$ cat config.mk
export PLATFORM = sky130hd
export DESIGN_NAME = roi_crop_ellipse_mask_unit
export DESIGN_NICKNAME = d
export VERILOG_FILES = /design/src/hw/rtl/rcem_pkg.sv /design/src/hw/rtl/rcem_front.sv /design/src/hw/rtl/rcem_queue.sv /design/src/hw/rtl/rcem_back.sv /design/src/hw/rtl/roi_crop_ellipse_mask_unit.sv
export SDC_FILE = /design/constraint.sdc
export NUM_CORES = 2
export LEC_CHECK = 0
export BUFFER_PORTS_ARGS = -buffer_cell sky130_fd_sc_hd__buf_2
export CAP_MARGIN = 10
export CORE_UTILIZATION = 60
export DETAILED_ROUTE_END_ITERATION = 10
export PLACE_DENSITY_LB_ADDON = 0.05
export SLEW_MARGIN = 20
export SYNTH_ARGS = -nofsm -noshare
export SYNTH_HDL_FRONTEND = slang
export SYNTH_HIERARCHICAL = 1
export SYNTH_SLANG_ARGS = --single-unit
$ cat constraint.sdc
create_clock -name clk -period 7 [get_ports clk]
set_input_delay 0.7 -clock clk [delete_from_list [all_inputs] [get_ports clk]]
set_output_delay 0.7 -clock clk [all_outputs]
set_load 0.05 [all_outputs]
$ cat src/hw/rtl/rcem_pkg.sv
// Shared types and constants for the ROI crop with elliptical mask.
// Used by every module of the block; depends on nothing.
`timescale 1ns / 1ps

package rcem_pkg;

  // Frame and pixel limits
  localparam int MAX_FRAME_DIM = 2048;
  localparam int PIXEL_BITS    = 8;

  // Column counter covers 0..MAX_FRAME_DIM-1, row counter saturates at MAX_FRAME_DIM
  localparam int COL_W = $clog2(MAX_FRAME_DIM);
  localparam int ROW_W = COL_W + 1;

  // Register field widths
  localparam int CX_W  = 11;
  localparam int CY_W  = 11;
  localparam int RX_W  = 10;
  localparam int RY_W  = 10;
  localparam int FW_W  = 12;
  localparam int CFG_DATA_W = 12;
  localparam int CFG_IDX_W  = 3;

  // Common width for geometry sums and compares
  localparam int GEO_W = (ROW_W > FW_W) ? ROW_W + 1 : FW_W + 1;

  // Ellipse arithmetic widths
  localparam int SQ_W   = 2 * RX_W;
  localparam int PROD_W = 2 * SQ_W;

  // Queue between front and back
  localparam int QUEUE_DEPTH = 4;
  localparam int QUEUE_AW    = $clog2(QUEUE_DEPTH);

  // Register indexes
  typedef enum logic [CFG_IDX_W-1:0] {
    REG_CENTER_X    = 3'd0,
    REG_CENTER_Y    = 3'd1,
    REG_RADIUS_X    = 3'd2,
    REG_RADIUS_Y    = 3'd3,
    REG_FRAME_WIDTH = 3'd4
  } reg_index_t;

  // Register reset values
  localparam logic [CX_W-1:0] CENTER_X_RST    = CX_W'(696);
  localparam logic [CY_W-1:0] CENTER_Y_RST    = CY_W'(520);
  localparam logic [RX_W-1:0] RADIUS_X_RST    = RX_W'(200);
  localparam logic [RY_W-1:0] RADIUS_Y_RST    = RY_W'(200);
  localparam logic [FW_W-1:0] FRAME_WIDTH_RST = FW_W'(1392);

  // One window pixel waiting for the ellipse test
  typedef struct packed {
    logic [PIXEL_BITS-1:0] pix;
    logic [RX_W-1:0]       adx;
    logic [RY_W-1:0]       ady;
    logic                  last;
  } queue_entry_t;

  // Queue status seen by the front and back
  typedef struct packed {
    logic full;
    logic empty;
  } queue_status_t;

endpackage

$ cat src/hw/rtl/rcem_front.sv
// Front part: pixel acceptance, column/row counting and window classification.
// Depends on rcem_pkg; feeds window pixels into rcem_queue.
`timescale 1ns / 1ps

module rcem_front (
  input  logic                            clk,
  input  logic                            rst,
  input  logic                            in_valid,
  output logic                            in_stall,
  input  logic [rcem_pkg::PIXEL_BITS-1:0] pixel_in,
  input  logic                            frame_start,
  input  logic [rcem_pkg::CX_W-1:0]       center_x,
  input  logic [rcem_pkg::CY_W-1:0]       center_y,
  input  logic [rcem_pkg::RX_W-1:0]       radius_x,
  input  logic [rcem_pkg::RY_W-1:0]       radius_y,
  input  logic [rcem_pkg::FW_W-1:0]       frame_width,
  input  rcem_pkg::queue_status_t         q_status,
  output logic                            q_push,
  output rcem_pkg::queue_entry_t          q_entry
);

  localparam int GW = rcem_pkg::GEO_W;
  localparam logic [GW-1:0] MAX_DIM = GW'(rcem_pkg::MAX_FRAME_DIM);

  logic [rcem_pkg::COL_W-1:0] column_count, column_count_next;
  logic [rcem_pkg::ROW_W-1:0] row_count, row_count_next;

  logic          accept;
  logic [GW-1:0] col, row, eff_w;
  logic [GW-1:0] cx, cy, rx, ry, x0, x1, y0, y1;
  logic          geo_ok, in_window;
  logic [GW-1:0] dx, dy;

  // Stall only when the queue cannot take another pixel
  assign in_stall = q_status.full;
  assign accept   = in_valid && !in_stall;

  // Position of this pixel, restarted by the frame start flag
  assign col = frame_start ? '0 : GW'(column_count);
  assign row = frame_start ? '0 : GW'(row_count);

  // Effective frame width
  always_comb begin
    if (frame_width == '0 || GW'(frame_width) > MAX_DIM) begin
      eff_w = MAX_DIM;
    end else begin
      eff_w = GW'(frame_width);
    end
  end

  // Window bounds and geometry check
  assign cx = GW'(center_x);
  assign cy = GW'(center_y);
  assign rx = GW'(radius_x);
  assign ry = GW'(radius_y);
  assign x0 = cx - rx;
  assign x1 = cx + rx;
  assign y0 = cy - ry;
  assign y1 = cy + ry;

  assign geo_ok = (center_x != '0) && (center_y != '0) && (radius_x != '0) &&
                  (radius_y != '0) && (cx >= rx) && (cy >= ry) &&
                  (x1 <= eff_w) && (y1 <= MAX_DIM);

  assign in_window = geo_ok && (row < MAX_DIM) && (col >= x0) && (col < x1) &&
                     (row >= y0) && (row < y1);

  // Distance from the centre; bounded by the radius inside the window
  assign dx = (col >= cx) ? col - cx : cx - col;
  assign dy = (row >= cy) ? row - cy : cy - row;

  // Queue entry
  assign q_push        = accept && in_window;
  assign q_entry.pix   = pixel_in;
  assign q_entry.adx   = dx[rcem_pkg::RX_W-1:0];
  assign q_entry.ady   = dy[rcem_pkg::RY_W-1:0];
  assign q_entry.last  = (col == x1 - GW'(1)) && (row == y1 - GW'(1));

  // Advance counters: wrap column at the width, saturate row below the frame
  always_comb begin
    if (col + GW'(1) >= eff_w) begin
      column_count_next = '0;
      if (row < MAX_DIM) begin
        row_count_next = rcem_pkg::ROW_W'(row + GW'(1));
      end else begin
        row_count_next = rcem_pkg::ROW_W'(row);
      end
    end else begin
      column_count_next = rcem_pkg::COL_W'(col + GW'(1));
      row_count_next    = rcem_pkg::ROW_W'(row);
    end
  end

  always_ff @(posedge clk) begin
    if (rst) begin
      column_count <= '0;
      row_count    <= '0;
    end else if (accept) begin
      column_count <= column_count_next;
      row_count    <= row_count_next;
    end
  end

`ifndef SYNTH
  // A push always comes from an accepted pixel with valid geometry
  a_push_needs_accept: assert property (@(posedge clk) disable iff (rst)
    q_push |-> (accept && geo_ok))
    else $error("front pushed without an accepted in-window pixel");

  // Row counter never passes the below-frame mark
  a_row_saturates: assert property (@(posedge clk) disable iff (rst)
    GW'(row_count) <= MAX_DIM)
    else $error("row counter passed its saturation value");
`endif

endmodule

$ cat src/hw/rtl/rcem_queue.sv
// Short queue of window pixels between the front and the back.
// Depends on rcem_pkg for the entry type and depth.
`timescale 1ns / 1ps

module rcem_queue (
  input  logic                   clk,
  input  logic                   rst,
  input  logic                   push,
  input  rcem_pkg::queue_entry_t push_entry,
  input  logic                   pop,
  output rcem_pkg::queue_entry_t pop_entry,
  output rcem_pkg::queue_status_t status
);

  localparam int AW = rcem_pkg::QUEUE_AW;
  localparam logic [AW:0] DEPTH = (AW+1)'(rcem_pkg::QUEUE_DEPTH);

  rcem_pkg::queue_entry_t mem [rcem_pkg::QUEUE_DEPTH];

  logic [AW-1:0] wr_ptr, rd_ptr;
  logic [AW:0]   count, count_next;
  logic          do_push, do_pop;

  assign status.full  = (count == DEPTH);
  assign status.empty = (count == '0);
  assign do_push = push && !status.full;
  assign do_pop  = pop && !status.empty;
  assign pop_entry = mem[rd_ptr];

  // Store incoming entries
  always_ff @(posedge clk) begin
    if (do_push) begin
      mem[wr_ptr] <= push_entry;
    end
  end

  always_comb begin
    count_next = count;
    if (do_push && !do_pop) begin
      count_next = count + (AW+1)'(1);
    end else if (do_pop && !do_push) begin
      count_next = count - (AW+1)'(1);
    end
  end

  // Advance pointers and fill count
  always_ff @(posedge clk) begin
    if (rst) begin
      wr_ptr <= '0;
      rd_ptr <= '0;
      count  <= '0;
    end else begin
      if (do_push) begin
        wr_ptr <= wr_ptr + AW'(1);
      end
      if (do_pop) begin
        rd_ptr <= rd_ptr + AW'(1);
      end
      count <= count_next;
    end
  end

`ifndef SYNTH
  // The front must never push into a full queue
  a_no_push_when_full: assert property (@(posedge clk) disable iff (rst)
    push |-> !status.full)
    else $error("push into full queue");

  // Pointers and count stay consistent
  a_count_matches_ptrs: assert property (@(posedge clk) disable iff (rst)
    (count == DEPTH) || (AW'(wr_ptr - rd_ptr) == count[AW-1:0]))
    else $error("queue count disagrees with pointers");
`endif

endmodule

$ cat src/hw/rtl/rcem_back.sv
// Back part: pipelined integer ellipse test and output register.
// Depends on rcem_pkg; pops window pixels from rcem_queue.
`timescale 1ns / 1ps

module rcem_back (
  input  logic                             clk,
  input  logic                             rst,
  input  logic [rcem_pkg::RX_W-1:0]        radius_x,
  input  logic [rcem_pkg::RY_W-1:0]        radius_y,
  input  rcem_pkg::queue_status_t          q_status,
  input  rcem_pkg::queue_entry_t           q_entry,
  output logic                             q_pop,
  output logic                             out_valid,
  input  logic                             out_stall,
  output logic [rcem_pkg::PIXEL_BITS-1:0]  pixel_out,
  output logic                             window_last
);

  localparam int SW = rcem_pkg::SQ_W;
  localparam int PW = rcem_pkg::PROD_W;

  logic advance;

  // Stage 1: squares
  logic                            s1_valid;
  logic [rcem_pkg::PIXEL_BITS-1:0] s1_pix;
  logic                            s1_last;
  logic [SW-1:0]                   s1_dx2, s1_dy2, s1_rx2, s1_ry2;

  // Stage 2: cross products
  logic                            s2_valid;
  logic [rcem_pkg::PIXEL_BITS-1:0] s2_pix;
  logic                            s2_last;
  logic [PW-1:0]                   s2_t1, s2_t2, s2_lim;

  logic in_ellipse;

  // The whole pipeline moves when the output register is free or being taken
  assign advance = !out_valid || !out_stall;
  assign q_pop   = advance && !q_status.empty;

  always_ff @(posedge clk) begin
    if (advance) begin
      s1_pix <= q_entry.pix;
      s1_last <= q_entry.last;
      s1_dx2 <= {{(SW-rcem_pkg::RX_W){1'b0}}, q_entry.adx} *
                {{(SW-rcem_pkg::RX_W){1'b0}}, q_entry.adx};
      s1_dy2 <= {{(SW-rcem_pkg::RY_W){1'b0}}, q_entry.ady} *
                {{(SW-rcem_pkg::RY_W){1'b0}}, q_entry.ady};
      s1_rx2 <= {{(SW-rcem_pkg::RX_W){1'b0}}, radius_x} *
                {{(SW-rcem_pkg::RX_W){1'b0}}, radius_x};
      s1_ry2 <= {{(SW-rcem_pkg::RY_W){1'b0}}, radius_y} *
                {{(SW-rcem_pkg::RY_W){1'b0}}, radius_y};

      s2_pix <= s1_pix;
      s2_last <= s1_last;
      s2_t1  <= {{SW{1'b0}}, s1_dx2} * {{SW{1'b0}}, s1_ry2};
      s2_t2  <= {{SW{1'b0}}, s1_dy2} * {{SW{1'b0}}, s1_rx2};
      s2_lim <= {{SW{1'b0}}, s1_rx2} * {{SW{1'b0}}, s1_ry2};

      pixel_out   <= in_ellipse ? s2_pix : '0;
      window_last <= s2_last;
    end
  end

  // Ellipse compare: one wide add and compare
  assign in_ellipse = ({1'b0, s2_t1} + {1'b0, s2_t2}) <= {1'b0, s2_lim};

  // Valid bits
  always_ff @(posedge clk) begin
    if (rst) begin
      s1_valid  <= 1'b0;
      s2_valid  <= 1'b0;
      out_valid <= 1'b0;
    end else if (advance) begin
      s1_valid  <= q_pop;
      s2_valid  <= s1_valid;
      out_valid <= s2_valid;
    end
  end

`ifndef SYNTH
  // A held result keeps the pipeline frozen, so stage 2 is not lost
  a_stage2_held: assert property (@(posedge clk) disable iff (rst)
    (s2_valid && !advance) |=> s2_valid)
    else $error("stage 2 item dropped during output stall");
`endif

endmodule

$ cat src/hw/rtl/roi_crop_ellipse_mask_unit.sv
// Top level of the ROI crop with elliptical mask: configuration registers and
// wiring of front, queue and back. Depends on rcem_pkg, rcem_front, rcem_queue, rcem_back.
`timescale 1ns / 1ps

// Pixels enter in raster order, one per clock when the queue has room; the
// front counts column and row and forwards only pixels inside the window into
// a four-entry queue. The back computes squares and cross products in two
// pipeline stages and compares into an output register. The sustained rate is
// one pixel per cycle while out_stall is low, set by the front counter and by
// the back popping one queue entry a cycle.
// An output stall freezes the back; the front keeps accepting until the queue
// fills. Pixels outside the ellipse come out as zero, window_last marks the
// bottom-right corner, and nothing comes out while the geometry is invalid.
// Registers are written at any edge with cfg_write high and take effect at once.
module roi_crop_ellipse_mask_unit (
  input  logic                              clk,
  input  logic                              rst,
  input  logic                              in_valid,
  output logic                              in_stall,
  input  logic [rcem_pkg::PIXEL_BITS-1:0]   pixel_in,
  input  logic                              frame_start,
  output logic                              out_valid,
  input  logic                              out_stall,
  output logic [rcem_pkg::PIXEL_BITS-1:0]   pixel_out,
  output logic                              window_last,
  input  logic                              cfg_write,
  input  logic [rcem_pkg::CFG_IDX_W-1:0]    cfg_index,
  input  logic [rcem_pkg::CFG_DATA_W-1:0]   cfg_data
);

  logic [rcem_pkg::CX_W-1:0] center_x;
  logic [rcem_pkg::CY_W-1:0] center_y;
  logic [rcem_pkg::RX_W-1:0] radius_x;
  logic [rcem_pkg::RY_W-1:0] radius_y;
  logic [rcem_pkg::FW_W-1:0] frame_width;

  logic                    q_push, q_pop;
  rcem_pkg::queue_entry_t  q_in_entry, q_out_entry;
  rcem_pkg::queue_status_t q_status;

  // Configuration registers; unknown indexes are ignored
  always_ff @(posedge clk) begin
    if (rst) begin
      center_x    <= rcem_pkg::CENTER_X_RST;
      center_y    <= rcem_pkg::CENTER_Y_RST;
      radius_x    <= rcem_pkg::RADIUS_X_RST;
      radius_y    <= rcem_pkg::RADIUS_Y_RST;
      frame_width <= rcem_pkg::FRAME_WIDTH_RST;
    end else if (cfg_write) begin
      unique case (cfg_index)
        rcem_pkg::REG_CENTER_X:    center_x    <= cfg_data[rcem_pkg::CX_W-1:0];
        rcem_pkg::REG_CENTER_Y:    center_y    <= cfg_data[rcem_pkg::CY_W-1:0];
        rcem_pkg::REG_RADIUS_X:    radius_x    <= cfg_data[rcem_pkg::RX_W-1:0];
        rcem_pkg::REG_RADIUS_Y:    radius_y    <= cfg_data[rcem_pkg::RY_W-1:0];
        rcem_pkg::REG_FRAME_WIDTH: frame_width <= cfg_data[rcem_pkg::FW_W-1:0];
        default: ;
      endcase
    end
  end

  rcem_front u_front (
    .clk         (clk),
    .rst         (rst),
    .in_valid    (in_valid),
    .in_stall    (in_stall),
    .pixel_in    (pixel_in),
    .frame_start (frame_start),
    .center_x    (center_x),
    .center_y    (center_y),
    .radius_x    (radius_x),
    .radius_y    (radius_y),
    .frame_width (frame_width),
    .q_status    (q_status),
    .q_push      (q_push),
    .q_entry     (q_in_entry)
  );

  rcem_queue u_queue (
    .clk        (clk),
    .rst        (rst),
    .push       (q_push),
    .push_entry (q_in_entry),
    .pop        (q_pop),
    .pop_entry  (q_out_entry),
    .status     (q_status)
  );

  rcem_back u_back (
    .clk         (clk),
    .rst         (rst),
    .radius_x    (radius_x),
    .radius_y    (radius_y),
    .q_status    (q_status),
    .q_entry     (q_out_entry),
    .q_pop       (q_pop),
    .out_valid   (out_valid),
    .out_stall   (out_stall),
    .pixel_out   (pixel_out),
    .window_last (window_last)
  );

endmodule
==> impl_metrics.json <==
{
  "grt_pass1_wl_um": 289000,
  "yosys.area.top_type": "fa_1",
  "cts_made_buffers": 51,
  "crit_arrival_ps": 7200,
  "final_layout_size_suffix_gt1_share_pct": 7.524,
  "cts.path.max_buffers": 3,
  "maxSlewViolCount": 0,
  "grt.overflow.total": 0,
  "antenna_left": 0,
  "clkTransAtPathRegs_ps": 60,
  "grt_use_total_pct": 30.54,
  "required_ps": 7350,
  "maxSlewHeadroom_pct": 26.52,
  "dp.cells": 9084,
  "endpoint_kind": "flip-flop",
  "die-area_sq_mm": 0.1213,
  "synth_edf_count": 336,
  "synth-main-ff-cell": "edfxtp_1",
  "synth_top_area_share_pct": 30.12,
  "syn_area_sq_mm": 0.07197,
  "grt_max_degree": 123,
  "worstMarginPinSlew_ps": 1087,
  "setup_tns_ps": 0,
  "detailed_place_hpwl_um": 148000,
  "io_buffers": 39,
  "maxCapViolations": 0,
  "ctsHoldBuffers": 0,
  "hold_class": "in -> reg",
  "nets": 9586,
  "route.final.wire_length_um": 180900,
  "clk_latency_ps": 670,
  "min_period_over_period_pct": 97.84,
  "drc": 0,
  "wire_per_inst_um": 19.68,
  "cts_tree": "yes",
  "core_area_sq_mm": 0.1186,
  "die_h_um": 348.3,
  "yosysUniqueCellTypes": 98,
  "crit_path_start_kind": "flip-flop",
  "cts_max_level": 2,
  "rsz0062_at_grt": "true",
  "worstSetupPathType": "reg -> reg",
  "dr.pass1.iters": 5,
  "skew_ps": 50.29,
  "yosysSeqAreaShare_pct": 16.49,
  "die_w_um": 348.3,
  "layoutNonFillerInstCount": 9193,
  "syn_area_per_cell_sq_um": 9.697,
  "yosys-top-cells-area": "fa_1 30%, ha_1 16%, edfxtp_1 14%, inv_1 6.9%, and2_1 6.6%",
  "routed-via-count": 50950,
  "ioPinCount": 40,
  "gp_congestion": 0.9411,
  "fin_util_pct": 65.84,
  "period_needed_ps": 6849,
  "status": "complete, no violations",
  "avgViaCountPerCell": 5.543,
  "rows": 126,
  "yosysWarningCount": 6,
  "initial_core_util_pct": 60.71,
  "layout_setup_ws_ps": 150.9,
  "max_clock_freq_ghz": 0.1460,
  "async_flop_share_pct": 0,
  "cts_sinks": 425,
  "grt_pass1_vias": 53690,
  "setup_viol": 0,
  "antenna_found_initial": 7,
  "drt_iter0_drc": 3155,
  "pre_cts_ws_ps": -208.2,
  "syn_to_final_growth_pct": 8.459,
  "syn_inst": 7422,
  "path_max_fanout": 11,
  "cts_root_buf": "clkbuf_16",
  "synth_seq_cells": 425,
  "hold_viol": 0
}
flip-flops by register name, indices dropped and copies added (netlist names), 2 cells and up, named ones only:
signal and cells:
frame_width 12, u_back/s1_dy2 19, u_back/s1_pix 8, u_back/s2_pix 8
u_back/s1_ry2 19, u_front/column_count 11, u_back/s1_rx2 19, center_x 11
u_back/pixel_out 8, u_queue/mem 116, u_back/s1_dx2 19, u_back/s2_t1 39
u_queue/rd_ptr 2, u_queue/wr_ptr 2, center_y 11, u_back/s2_t2 39
u_queue/count 3, radius_y 10, radius_x 10, u_front/row_count 12
u_back/s2_lim 39
path summary, 6_finish.rpt:
kind         slack [ps]                       start  depth (start not counted)                           end
min                 250                 pixel_in[6]                          1  u_queue/mem[2][27]$_DFFE_PP_
max reg2reg         150  u_back/s1_ry2[5]$_DFFE_PN_                         26   u_back/s2_lim[37]$_DFFE_PN_
max                 150  u_back/s1_ry2[5]$_DFFE_PN_                         26   u_back/s2_lim[37]$_DFFE_PN_
min reg2reg         420  u_back/s1_pix[6]$_DFFE_PN_                          0    u_back/s2_pix[6]$_DFFE_PN_
critical path, cell delays in order (launching register included):
cell and delay [ps]:
edfxtp_1 420, buf_12 170, buf_4 190, and2_1 170, fa_1 540, inv_1 60, fa_1 530, inv_1 50
ha_1 200, fa_1 470, ha_1 300, fa_1 510, inv_1 60, fa_1 490, inv_1 40, ha_1 290
o211ai_1 100, or2_1 260, a21oi_1 190, a21oi_2 100, o211ai_2 210, a211oi_2 110, or4b_4 530, and3_4 180
buf_4 130, o21ai_1 140, o211ai_1 110
per-layer routing:
metal  part of all wire (%)  track usage [%]
met1                     41            38.56
met2                     50            53.80
met3                    5.0            3.651
met4                    4.0            11.11
met5                  0.011                0
cell usage in the layout (no fill, tap or decap), drive strengths merged, types with 12 or more instances in the layout:
| master | n |
|---|---|
| a2111oi | 14 |
| a211oi | 25 |
| a21o | 118 |
| a21oi | 236 |
| a221oi | 12 |
| a31oi | 23 |
| and2 | 760 |
| and3 | 39 |
| buf | 322 |
| clkbuf | 54 |
| clkinv | 20 |
| conb | 45 |
| dfxtp | 89 |
| edfxtp | 336 |
| fa | 1083 |
| ha | 927 |
| inv | 1325 |
| mux2i | 71 |
| mux4 | 29 |
| nand2 | 657 |
| nand2b | 126 |
| nand3 | 69 |
| nand4 | 48 |
| nor2 | 221 |
| nor2b | 71 |
| nor3 | 72 |
| nor3b | 12 |
| nor4 | 28 |
| o211ai | 21 |
| o21a | 45 |
| o21ai | 146 |
| o21bai | 38 |
| o31ai | 16 |
| or2 | 19 |
| or3 | 23 |
| xnor2 | 229 |
| xor2 | 85 |
cell type report:
class | instances | area [sq um]
diodes | 4 | 10.01
clock buffers | 53 | 1284
clock inverters | 42 | 495.5
fillers | 9820 | 40500
inverters | 1317 | 4943
multi-input cells | 5429 | 54550
flip-flops and latches | 425 | 11870
well taps | 1600 | 2002
repair buffers | 323 | 2902
through the flow:
stage / hold slack [ps] / instance area (sq um)
3_3_place_gp: 400.6 / 75710
4_1_cts: 213.4 / 77530
3_5_place_dp: 404.5 / 75710
2_1_floorplan: 400.3 / 72130
5_1_grt: 232.8 / 78050
6_report: 248.8 / 78060
cell families (layout without fill, tap and decap cells):
kind of cell,Yosys count,in the layout,synth area share [%]
compound gates,772,772,7.029
simple gates,2178,2178,15.81
buf+inv,1611,1735,8.531
mux,110,110,2.057
xor+xnor,314,314,3.832
other cells,2,49,0.01043
fa+ha+maj,2010,2010,46.24
flops,425,425,16.49
repair_timing:
action,CTS,global route
pin swaps,0,35
gates resized for setup,10,90
setup buffers,0,9
gates cloned,0,1
setup endpoints to repair,14,31
synth_stat cells, drive strengths merged, types with 72 or more instances:
master  instances
a21o          118
a21oi         236
and2          760
clkbuf        268
dfxtp          89
edfxtp        336
fa           1083
ha            927
inv          1317
nand2         657
nand2b        126
nor2          221
nor3           72
o21ai         146
xnor2         229
xor2           85
Power is left out: the tool's default activity adds up to more than one toggle a clock period on the data nets, which glitch-free logic cannot reach.
